### src/hdl/rtlg_ram.sv
// ----------------------------------------------------------------------------
// rtlg_ram
// Simple dual-port RAM: one write port, one read port, registered read data.
// ----------------------------------------------------------------------------
module rtlg_ram #(
    parameter int WIDTH = 8,
    parameter int DEPTH = 16
) (
    input  logic                     aclk,
    input  logic                     we,
    input  logic [$clog2(DEPTH)-1:0] waddr,
    input  logic [WIDTH-1:0]         wdata,
    input  logic [$clog2(DEPTH)-1:0] raddr,
    output logic [WIDTH-1:0]         rdata
);

    logic [WIDTH-1:0] mem [DEPTH];

    always_ff @(posedge aclk) begin
        if (we) begin
            mem[waddr] <= wdata;
        end
        rdata <= mem[raddr];
    end

endmodule

### config.mk
export PLATFORM = sky130hd
export DESIGN_NAME = rtlg_ram
export DESIGN_NICKNAME = d
export VERILOG_FILES = /design/src/hdl/rtlg_ram.sv
export SDC_FILE = /design/constraint.sdc
export NUM_CORES = 1
export LEC_CHECK = 0
export BUFFER_PORTS_ARGS = -buffer_cell sky130_fd_sc_hd__buf_2
export CAP_MARGIN = 20
export CORE_ASPECT_RATIO = 0.6
export CORE_MARGIN = 4
export CORE_UTILIZATION = 40
export CTS_BUF_LIST = sky130_fd_sc_hd__clkbuf_16
export CTS_CLUSTER_DIAMETER = 30
export DETAILED_ROUTE_END_ITERATION = 8
export GPL_ROUTABILITY_DRIVEN = 0
export MAX_ROUTING_LAYER = met4
export PLACE_DENSITY = 0.61
export SLEW_MARGIN = 20
export SYNTH_ARGS = -nofsm -noshare
export SYNTH_HDL_FRONTEND = slang
export SYNTH_SLANG_ARGS = --single-unit
export TNS_END_PERCENT = 30
### constraint.sdc
create_clock -name aclk -period 2.5 [get_ports aclk]
set_clock_uncertainty 0.2 [all_clocks]
set_input_delay 0.375 -clock aclk [delete_from_list [all_inputs] [get_ports aclk]]
set_output_delay 0.375 -clock aclk [all_outputs]
set_load 0.03 [all_outputs]
---- Word-level counts from Yosys, hierarchy flattened ----
Memories as Yosys holds them, arrays and structs flattened. A register that Yosys moved wholly into a read port is not among the register bits.
Cells that the tools add are included.
word-level totals
  memory bits (writable) .................. 128
  memory bits (read-only) ................. 0
  bits of input ports ..................... 18
  memories ................................ 1
  output and inout bits ................... 8
  bits in registers ....................... 0
  latch bits .............................. 0
  logic and storage cells ................. 3
operators by class
  $lt $le $gt $ge ......................... 0
  mux-type cells .......................... 2
  shift operators ......................... 0
  $mul .................................... 0
  add/sub/neg operators ................... 0
  bitwise operators ....................... 0
  div/mod/pow operators ................... 0
  equal/unequal tests ..................... 0
  reductions and logical operators ........ 0
memories
  name  depth  bits a word  rd ports  clocked after memory_dff  wr ports  RTL line  text
  mem   16     8            1         1                         1         17        logic [WIDTH-1:0] mem [DEPTH];
operator list
  cell              number
  1-bit 2-to-1 mux  2

---- Logic depth before layout (Yosys ltp) ----
Gate-level depths: netlist (run 1).
  depth in word-level cells ............... 2
  depth in mapped cells ................... 5
  depth with buffers taken out ............ 3

---- Least setup slack after synthesis (run 1) ----
OpenSTA, ideal clock, no wires.
  kind .................................... input to register
  start point ............................. input waddr[2]
  end point ............................... memory mem[0][0], enable pin
  buffers on the path ..................... 0
  setup slack ............................. 0.432 ns
  library setup time ...................... 0.383 ns
  arrival ................................. 1.485 ns
  stages on the path ...................... 2
  required time ........................... 1.917 ns
  cells stage by stage .................... or3b_2 nor3_1
RTL lines
  item                RTL line  text
  start: declaration  11        input logic [$clog2(DEPTH)-1:0] waddr,
  end: declaration    17
No word-level cell before the write port.

==> flow_metrics.env, run 1 <==
export IMPL_synth_yosys_seq_area_share_pct=77.78
export IMPL_track_usage_pct=16.08
export IMPL_synth_distinct_cells=19
export IMPL_ios=26
export IMPL_multi_input_area_mm2=0.001057
export IMPL_synth_fp_nets=247
export IMPL_fp_coreArea_mm2=0.01233
export IMPL_firstDrtPassIters=4
export IMPL_cts_buffer_depth=2
export IMPL_slowest_stage="buf_2"
export IMPL_min_path_type="primary input to flop"
export IMPL_p_seq_share_pct=48.7
export IMPL_status="finished clean"
export IMPL_r2r_end="rdata[6]"
export IMPL_die_width_um=154.5
export IMPL_hold_depth=1
export IMPL_grt_overflow=0
export IMPL_finalCriticalPeriod_ns=1.601
export IMPL_critPathMaxStageDelay_ns=0.35
export IMPL_initial_utilization_pct=41.73
export IMPL_hp_start="wdata[7]"
export IMPL_synth_area_leaders="edfxtp_1, mux4_2, mux4_1"
export IMPL_setup_violations=0
export IMPL_drive_gt1_share_pct=31.77
export IMPL_internal_power_w=0.004205
export IMPL_hold_end="mem[13][7]"
export IMPL_fmax_ghz=0.6245
export IMPL_chipHeight_um=95.87
export IMPL_nFillCells=996
export IMPL_num_vias=2498
export IMPL_reg2regPathDepth=3
export IMPL_grt_pass1_vias=2543
export IMPL_netlist_area_leader_share_pct=74.67
export IMPL_combPwrFrac_pct=5.1
export IMPL_crit_fanout=16
export IMPL_crit_chain="buf_2 > buf_4 > mux4_2 > a22oi_1 > nand2_1"
export IMPL_clk_latency_ns=0.41
export IMPL_rsz0062_at_grt="no"
export IMPL_hold_violations=0
export IMPL_grt_start_max_net_pins=22
export IMPL_critical_path_class="primary input to flop"
export IMPL_grt_pass1_wl_mm=16.21
export IMPL_io_buffers=25
export IMPL_synth_cells=229
export IMPL_post_dp_cell_area_mm2=0.005578
export IMPL_nNetsFinal=304
export IMPL_drc=0
export IMPL_min_period_over_period_pct=64.05
export IMPL_cts_buffers=17
export IMPL_clk_pin_slew_ns=0.06
export IMPL_yosys_warnings=0
export IMPL_synthesis_area_mm2=0.005147
export IMPL_r2r_start="mem[11][6]"
export IMPL_power_switching_w=0.001069
export IMPL_relSlewSlack_pct=63.97
export IMPL_start_kind="primary input"
export IMPL_wl_per_cell_um=23.16
export IMPL_worst_slew_pin_slew_ns=0.5404
export IMPL_dieArea_mm2=0.01481
export IMPL_post_cts_buffers=0
export IMPL_wirelength_mm=10.75
export IMPL_num_rows=31
export IMPL_clock_sink_count=136
export IMPL_crit_arrival_ns=1.69
export IMPL_dp_hpwl_mm=6.985
export IMPL_powerDensity_mw_per_mm2=855.6
export IMPL_syn_mean_instance_area_um2=22.48
export IMPL_antenna_found_initial=0
export IMPL_power_total_w=0.005273
export IMPL_cts_resized=0
export IMPL_postRouteAntennaNets=0
export IMPL_end_kind="flop"
export IMPL_cts_tree="built"
export IMPL_final_common_cell="edfxtp_1"
export IMPL_mostFrequentLayoutCells="edfxtp_1, buf_2, buf_4"
export IMPL_p_leak_nw=2.102
export IMPL_maxSlewViolCount=0
export IMPL_vias_per_cell=5.384
export IMPL_final_cells=464
export IMPL_cts_htree_levels=4
export IMPL_pwr_share_clk_pct=46.2
export IMPL_fin_area_mm2=0.006163
export IMPL_setup_tns_ns=0
export IMPL_drtIter0Drc=184
export IMPL_antenna_cells=0
export IMPL_dp_cells=432
export IMPL_power_switching_share_pct=20.27
export IMPL_ctsHoldBuffers=0
export IMPL_critPathRequiredTime_ns=2.59
export IMPL_ff2ff_setup_slack_ns=0.93
export IMPL_synth_seq_cells=136
export IMPL_syn_to_final_growth_pct=19.74
export IMPL_cts_root_buf="clkbuf_16"
export IMPL_maxCapViolCount=0
export IMPL_peakVddDrop_v=0.0004712
export IMPL_register_area_mm2=0.004004
export IMPL_yosysTopAreaCell="edfxtp_1"
cell usage after synthesis, drive strengths merged:
master	n
and2b	1
edfxtp	128
nand2b	2
a22oi	16
buf	7
nand3b	2
nand3	1
and2	1
clkdlybuf4s25	3
nor2b	1
mux4	32
nor3	4
nand2	9
or3b	1
nor2	13
dfxtp	8
registers in the layout, indices dropped and copies added (netlist names):
signal,flops
mem,128
rdata,8
worst max-delay path: cells and delay by family:
family / cells / cell delay, ns
and+or+nand+nor: 1 / 0.08
AOI/OAI and AO/OA: 1 / 0.30
muxes: 1 / 0.32
buffers and inverters: 2 / 0.61
per-stage QoR:
step	hold slack, ns	worst slack (ns)	utilization [%]
floorplan	0.2739	0.4321	-
global placement	0.4536	0.4544	45.22
finish	0.1537	0.8988	49.97
CTS	0.1405	0.8633	49.97
global route	0.1549	0.8271	49.97
detailed placement	0.4640	0.4493	45.22
final cells by class:
type / instances / share of cell area (%)
multi-input combinational: 83 / 17.15
clock inverter: 15 / 2.598
sequential: 136 / 64.96
tap: 165 / 3.350
clock buffer: 17 / 6.902
timing repair buffer: 48 / 5.035
how the worst max path moves through the flow:
stage	startpoint	end	slack [ns]
5_1_grt	raddr[0]	rdata[5]	0.83
3_5_place_dp	raddr[0]	rdata[1]	0.45
3_3_place_gp	raddr[0]	rdata[5]	0.45
6_report	raddr[1]	rdata[6]	0.90
2_1_floorplan	waddr[2]	mem[0][0]	0.43
4_1_cts	raddr[1]	rdata[6]	0.86
layer usage:
metal,up-vias,track usage (%),routed length (µm)
met5,-,-,0
met4,0,5.290,73
met3,9,4.043,683
met2,78,21.95,4795
met1,1321,23.68,5193
li1,1090,-,-
power by group through the flow:
stage               Sequential (W)  Clock [W]  Combinational (W)
floorplan                  0.00264          0           0.000129
global placement           0.00261          0           0.000271
detailed placement         0.00261          0           0.000275
CTS                        0.00257    0.00247           0.000276
global route               0.00257    0.00258           0.000292
finish                     0.00257    0.00244           0.000270
cells by family (layout without fill, tap and decap cells):
kind of cell	Yosys count	after routing	synth area share (%)
compound gates	16	16	2.334
mux	32	32	15.02
buf+inv	10	80	1.677
flops	136	136	77.78
simple gates	35	35	3.184
Note: power is estimated with default switching activity, not from simulation.
==> inputs of run 2 (changes only) <==
- PLACE_DENSITY: 0.61 -> 0.63
- clock period: 2.5 -> 1.4 ns (I/O delays scaled with it)
==> flow_metrics.env, run 2 (synthesis results as in run 1) <==
export IMPL_firstDrtPassIters=4
export IMPL_grt_pass1_wl_mm=16.83
export IMPL_cts_buffer_depth=2
export IMPL_p_seq_share_pct=47.6
export IMPL_powerDensity_mw_per_mm2=1513
export IMPL_drive_gt1_share_pct=42.44
export IMPL_finalCriticalPeriod_ns=1.479
export IMPL_min_path_type="primary input to flop"
export IMPL_max_flop_register="mem"
export IMPL_antenna_cells=0
export IMPL_nFillCells=992
export IMPL_drc=0
export IMPL_start_kind="flop"
export IMPL_grtUsageMet3_pct=4.987
export IMPL_mostFrequentLayoutCells="edfxtp_1, mux4_2, buf_4"
export IMPL_p_leak_nw=2.143
export IMPL_track_usage_pct=16.82
export IMPL_post_dp_cell_area_mm2=0.005737
export IMPL_final_common_cell="edfxtp_1"
export IMPL_hp_start="wdata[7]"
export IMPL_clk_latency_ns=0.41
export IMPL_io_buffers=25
export IMPL_setup_violations=8
export IMPL_power_total_w=0.009646
export IMPL_antenna_found_initial=0
export IMPL_peakVddDrop_v=0.0008947
export IMPL_fin_area_mm2=0.006376
export IMPL_nNetsFinal=316
export IMPL_cts_tree="built"
export IMPL_slowest_stage="mux4_2"
export IMPL_wl_per_cell_um=23.49
export IMPL_post_cts_buffers=0
export IMPL_wirelength_mm=11.18
export IMPL_drtIter0Drc=274
export IMPL_clock_sink_count=136
export IMPL_clk_pin_slew_ns=0.06
export IMPL_ios=26
export IMPL_grt_start_max_net_pins=18
export IMPL_critical_path_class="flop to flop"
export IMPL_power_switching_w=0.002057
export IMPL_die_width_um=154.5
export IMPL_chipHeight_um=95.87
export IMPL_min_period_over_period_pct=105.7
export IMPL_violations="negative setup slack"
export IMPL_combPwrFrac_pct=5.7
export IMPL_hold_end="mem[3][7]"
export IMPL_num_rows=31
export IMPL_critPathMaxStageDelay_ns=0.48
export IMPL_initial_utilization_pct=41.73
export IMPL_cts_htree_levels=4
export IMPL_dieArea_mm2=0.01481
export IMPL_met2_usage_pct=22.39
export IMPL_top_usage_layer="met1"
export IMPL_status="complete, but fails checks"
export IMPL_reg2regPathDepth=3
export IMPL_num_vias=2520
export IMPL_hold_depth=1
export IMPL_grt_pass1_vias=2641
export IMPL_setup_tns_ns=-0.2948
export IMPL_pwr_share_clk_pct=46.7
export IMPL_vias_per_cell=5.294
export IMPL_crit_fanout=1
export IMPL_critPathRequiredTime_ns=1.50
export IMPL_fmax_ghz=0.6760
export IMPL_r2r_start="mem[5][2]"
export IMPL_r2r_end="rdata[2]"
export IMPL_ff2ff_setup_slack_ns=-0.08
export IMPL_grt_util_met1_pct=25.00
export IMPL_hold_violations=0
export IMPL_syn_to_final_growth_pct=23.87
export IMPL_power_switching_share_pct=21.32
export IMPL_worst_slew_pin_slew_ns=0.9480
export IMPL_relSlewSlack_pct=36.67
export IMPL_maxCapViolCount=0
export IMPL_setup_slack_ns=-0.07940
export IMPL_largest_register_ffs=128
export IMPL_dp_hpwl_mm=7.204
export IMPL_maxSlewViolCount=0
export IMPL_crit_arrival_ns=1.58
export IMPL_fp_coreArea_mm2=0.01233
export IMPL_internal_power_w=0.007589
export IMPL_postRouteAntennaNets=0
export IMPL_cts_buffers=17
export IMPL_end_kind="flop"
export IMPL_grt_overflow=0
export IMPL_reg_largest_list="mem x128, rdata x8"
export IMPL_crit_chain="mux4_2 > a22oi_2 > nand2_1"
export IMPL_cts_root_buf="clkbuf_16"
export IMPL_rsz0062_at_grt="yes"
## run 2: cell count changes in the layout (fill, tap and decap cells not counted), sizes merged
| cell | previous run | this run |
|---|---|---|
| buf | 48 | 56 |
| dlygate4sd3 | 0 | 4 |
## run 2: how the worst max path moves through the flow
stage	startpoint	to	slack (ns)	depth (start not counted)
2_1_floorplan	waddr[3]	mem[4][0]	-0.20	2
3_3_place_gp	raddr[0]	rdata[2]	-0.43	5
3_5_place_dp	raddr[0]	rdata[2]	-0.44	5
4_1_cts	mem[5][2]	rdata[2]	-0.07	3
5_1_grt	mem[1][2]	rdata[2]	-0.13	3
6_report	mem[5][2]	rdata[2]	-0.08	3
## run 2: power by group through the flow
stage / Combinational (W) / Sequential, W / Clock [W]
6_report: 0.000549 / 0.00459 / 0.00451
5_1_grt: 0.000593 / 0.00459 / 0.00480
4_1_cts: 0.000553 / 0.00459 / 0.00460
3_5_place_dp: 0.000521 / 0.00467 / 0
3_3_place_gp: 0.000510 / 0.00467 / 0
2_1_floorplan: 0.000237 / 0.00471 / 0
## run 2: repair_timing
action | 4_1_cts | 5_1_grt
hold buffers | 4 | 0
resized for setup | 21 | 4
pin swaps | 7 | 3
setup endpoints to repair | 11 | 9
endpoints found under the hold margin | 51 | 0
## run 2: cell type report
cell class                 instances  area [µm²]  area share, %
clock buffer                      17       425.4          6.672
clock inverter                    15       176.4          2.767
multi-input combinational         83        1079          16.92
sequential                       136        4006          62.83
tap                              165       206.4          3.238
timing repair buffer              60       483.0          7.575
## run 2: through the flow
| step | util (%) | worst slack, ns | hold WS [ns] | instances |
|---|---|---|---|---|
| after floorplan | - | -0.2016 | 0.1089 | 229 |
| after global placement | 46.51 | -0.4313 | 0.4051 | 440 |
| after detailed placement | 46.51 | -0.4447 | 0.4149 | 440 |
| after CTS | 51.59 | -0.07314 | 0.0006482 | 476 |
| after global routing | 51.69 | -0.1260 | 0.006081 | 476 |
| final | 51.69 | -0.07940 | 0.006189 | 476 |
## run 2: worst max-delay path: cells and delay by family (launching register included)
kind / cells / cell delay, ns
AOI/OAI and AO/OA: 1 / 0.19
DFF: 1 / 0.42
muxes: 1 / 0.48
and+or+nand+nor: 1 / 0.08
## run 2: routing by layer
| layer | share of wire, % | routed length [µm] | vias to the layer above |
|---|---|---|---|
| li1 | - | - | 1103 |
| met1 | 46 | 5109 | 1296 |
| met2 | 43 | 4788 | 116 |
| met3 | 11 | 1239 | 5 |
| met4 | 0.39 | 44 | 0 |
| met5 | 0 | 0 | - |
==> inputs of run 3 (changes only) <==
- CORE_UTILIZATION: 40 -> 54
- PLACE_DENSITY: 0.63 -> 0.79
==> flow_metrics.env, run 3 (synthesis results as in run 1) <==
export IMPL_worst_slew_pin_slew_ns=1.045
export IMPL_crit_chain="mux4_2 > a22oi_2 > nand2_1"
export IMPL_largest_register_ffs=128
export IMPL_cp_buffers_inverters=0
export IMPL_min_path_type="primary input to flop"
export IMPL_min_period_over_period_pct=104.8
export IMPL_combPwrFrac_pct=6.1
export IMPL_hold_depth=4
export IMPL_rsz0062_at_grt="yes"
export IMPL_power_switching_share_pct=20.04
export IMPL_critPathMaxStageDelay_ns=0.48
export IMPL_hold_violations=0
export IMPL_cts_buffers=17
export IMPL_final_common_cell="edfxtp_1"
export IMPL_powerDensity_mw_per_mm2=1445
export IMPL_cts_htree_levels=4
export IMPL_wl_per_cell_um=22.39
export IMPL_finalCriticalPeriod_ns=1.468
export IMPL_firstDrtPassIters=5
export IMPL_status="complete, but fails checks"
export IMPL_wirelength_mm=9.940
export IMPL_maxSlewViolCount=0
export IMPL_chipHeight_um=83.63
export IMPL_pwr_share_clk_pct=44.0
export IMPL_nNetsFinal=319
export IMPL_cts_tree="built"
export IMPL_critPathRequiredTime_ns=1.49
export IMPL_r2r_start="mem[2][6]"
export IMPL_p_seq_share_pct=49.9
export IMPL_fmax_ghz=0.6813
export IMPL_r2r_end="rdata[6]"
export IMPL_peakVddDrop_v=0.0009178
export IMPL_setup_slack_ns=-0.06786
export IMPL_fp_coreArea_mm2=0.009223
export IMPL_reg_largest_list="mem x128, rdata x8"
export IMPL_crit_fanout=1
export IMPL_maxCapViolCount=0
export IMPL_num_rows=27
export IMPL_max_flop_register="mem"
export IMPL_p_leak_nw=2.153
export IMPL_violations="negative setup slack"
export IMPL_grt_start_max_net_pins=22
export IMPL_io_buffers=25
export IMPL_clock_sink_count=136
export IMPL_postRouteAntennaNets=0
export IMPL_clk_latency_ns=0.41
export IMPL_hp_start="waddr[1]"
export IMPL_num_vias=2503
export IMPL_slowest_stage="mux4_2"
export IMPL_cts_buffer_depth=2
export IMPL_drtIter0Drc=228
export IMPL_dp_hpwl_mm=6.274
export IMPL_syn_to_final_growth_pct=23.70
export IMPL_utilization_pct=69.04
export IMPL_grt_pass1_vias=2660
export IMPL_mostFrequentLayoutCells="edfxtp_1, mux4_2, buf_4"
export IMPL_antenna_cells=0
export IMPL_internal_power_w=0.007357
export IMPL_grt_pass1_wl_mm=15.52
export IMPL_crit_arrival_ns=1.56
export IMPL_power_total_w=0.009200
export IMPL_setup_violations=8
export IMPL_power_switching_w=0.001844
export IMPL_grt_overflow=0
export IMPL_relSlewSlack_pct=30.17
export IMPL_antenna_found_initial=0
export IMPL_critical_path_class="flop to flop"
export IMPL_cts_root_buf="clkbuf_16"
export IMPL_start_kind="flop"
export IMPL_die_width_um=134.0
export IMPL_dieArea_mm2=0.01121
export IMPL_dp_slack_ns=-0.4064
export IMPL_track_usage_pct=19.90
export IMPL_initial_utilization_pct=55.81
export IMPL_drive_gt1_share_pct=39.81
export IMPL_hold_end="mem[0][5]"
export IMPL_reg2regPathDepth=3
export IMPL_vias_per_cell=5.637
export IMPL_end_kind="flop"
export IMPL_ios=26
export IMPL_clk_pin_slew_ns=0.05
export IMPL_drc=0
export IMPL_setup_tns_ns=-0.3235
export IMPL_whs_ns=0.1887
export IMPL_critical_path_top_delay_family="multiplexers"
export IMPL_ff2ff_setup_slack_ns=-0.07
-- run 3: changes by cell type in the layout (fill, tap and decap cells not counted), moves of 3 or more --
cell	delta
clkinv_1	+7
a22oi_1	-5
a22oi_2	+5
buf_4	-5
dlygate4sd3_1	+4
buf_12	+3
clkinv_4	-3
-- run 3: worst max-delay path by stage --
stage / endpoint / slack, ns / startpoint / cells past startpoint
5_1_grt: rdata[5] / -0.12 / mem[11][5] / 3
2_1_floorplan: mem[4][0] / -0.20 / waddr[3] / 2
6_report: rdata[6] / -0.07 / mem[2][6] / 3
3_5_place_dp: rdata[0] / -0.41 / raddr[0] / 5
4_1_cts: rdata[5] / -0.07 / mem[8][5] / 3
3_3_place_gp: rdata[0] / -0.40 / raddr[0] / 5
-- run 3: cell type report --
cell class / instances / area, µm²
Fill cell: 581 / 2855
Sequential cell: 136 / 4004
Multi-Input combinational cell: 83 / 1107
Tap cell: 130 / 162.7
Clock inverter: 15 / 117.6
Timing Repair Buffer: 63 / 550.5
Clock buffer: 17 / 425.4
-- run 3: stage by stage --
stage	instances	area, µm²
after floorplan	229	5184
after global placement	404	5723
after detailed placement	404	5723
after CTS	444	6341
after global routing	444	6367
final	444	6367
-- run 3: repair_timing --
action                                 4_1_cts  5_1_grt
setup buffers                                0        0
setup endpoints to repair                    9       10
gates resized for setup                     17       10
endpoints found under the hold margin      128        0
pin swaps                                    7        6
hold buffers                                 8        0
-- run 3: tightest hold or removal path: cells and delay by family --
family | cells | cell delay, ns
buf+inv | 3 | 0.38
simple gates | 1 | 0.04
-- run 3: power by group through the flow --
| stage | logic (W) | registers (W) | clock network, W |
|---|---|---|---|
| 6_report | 0.000562 | 0.00459 | 0.00405 |
| 5_1_grt | 0.000607 | 0.00459 | 0.00434 |
| 4_1_cts | 0.000555 | 0.00459 | 0.00413 |
| 3_5_place_dp | 0.000515 | 0.00467 | 0 |
| 3_3_place_gp | 0.000500 | 0.00466 | 0 |
| 2_1_floorplan | 0.000237 | 0.00471 | 0 |
-- run 3: per-layer routing --
metal	vias up	track usage [%]	share of wire, %
met2	108	27.53	45
met1	1281	28.89	45
met4	0	6.654	1.0
met3	11	5.663	8.9
met5	-	-	0
li1	1103	-	-
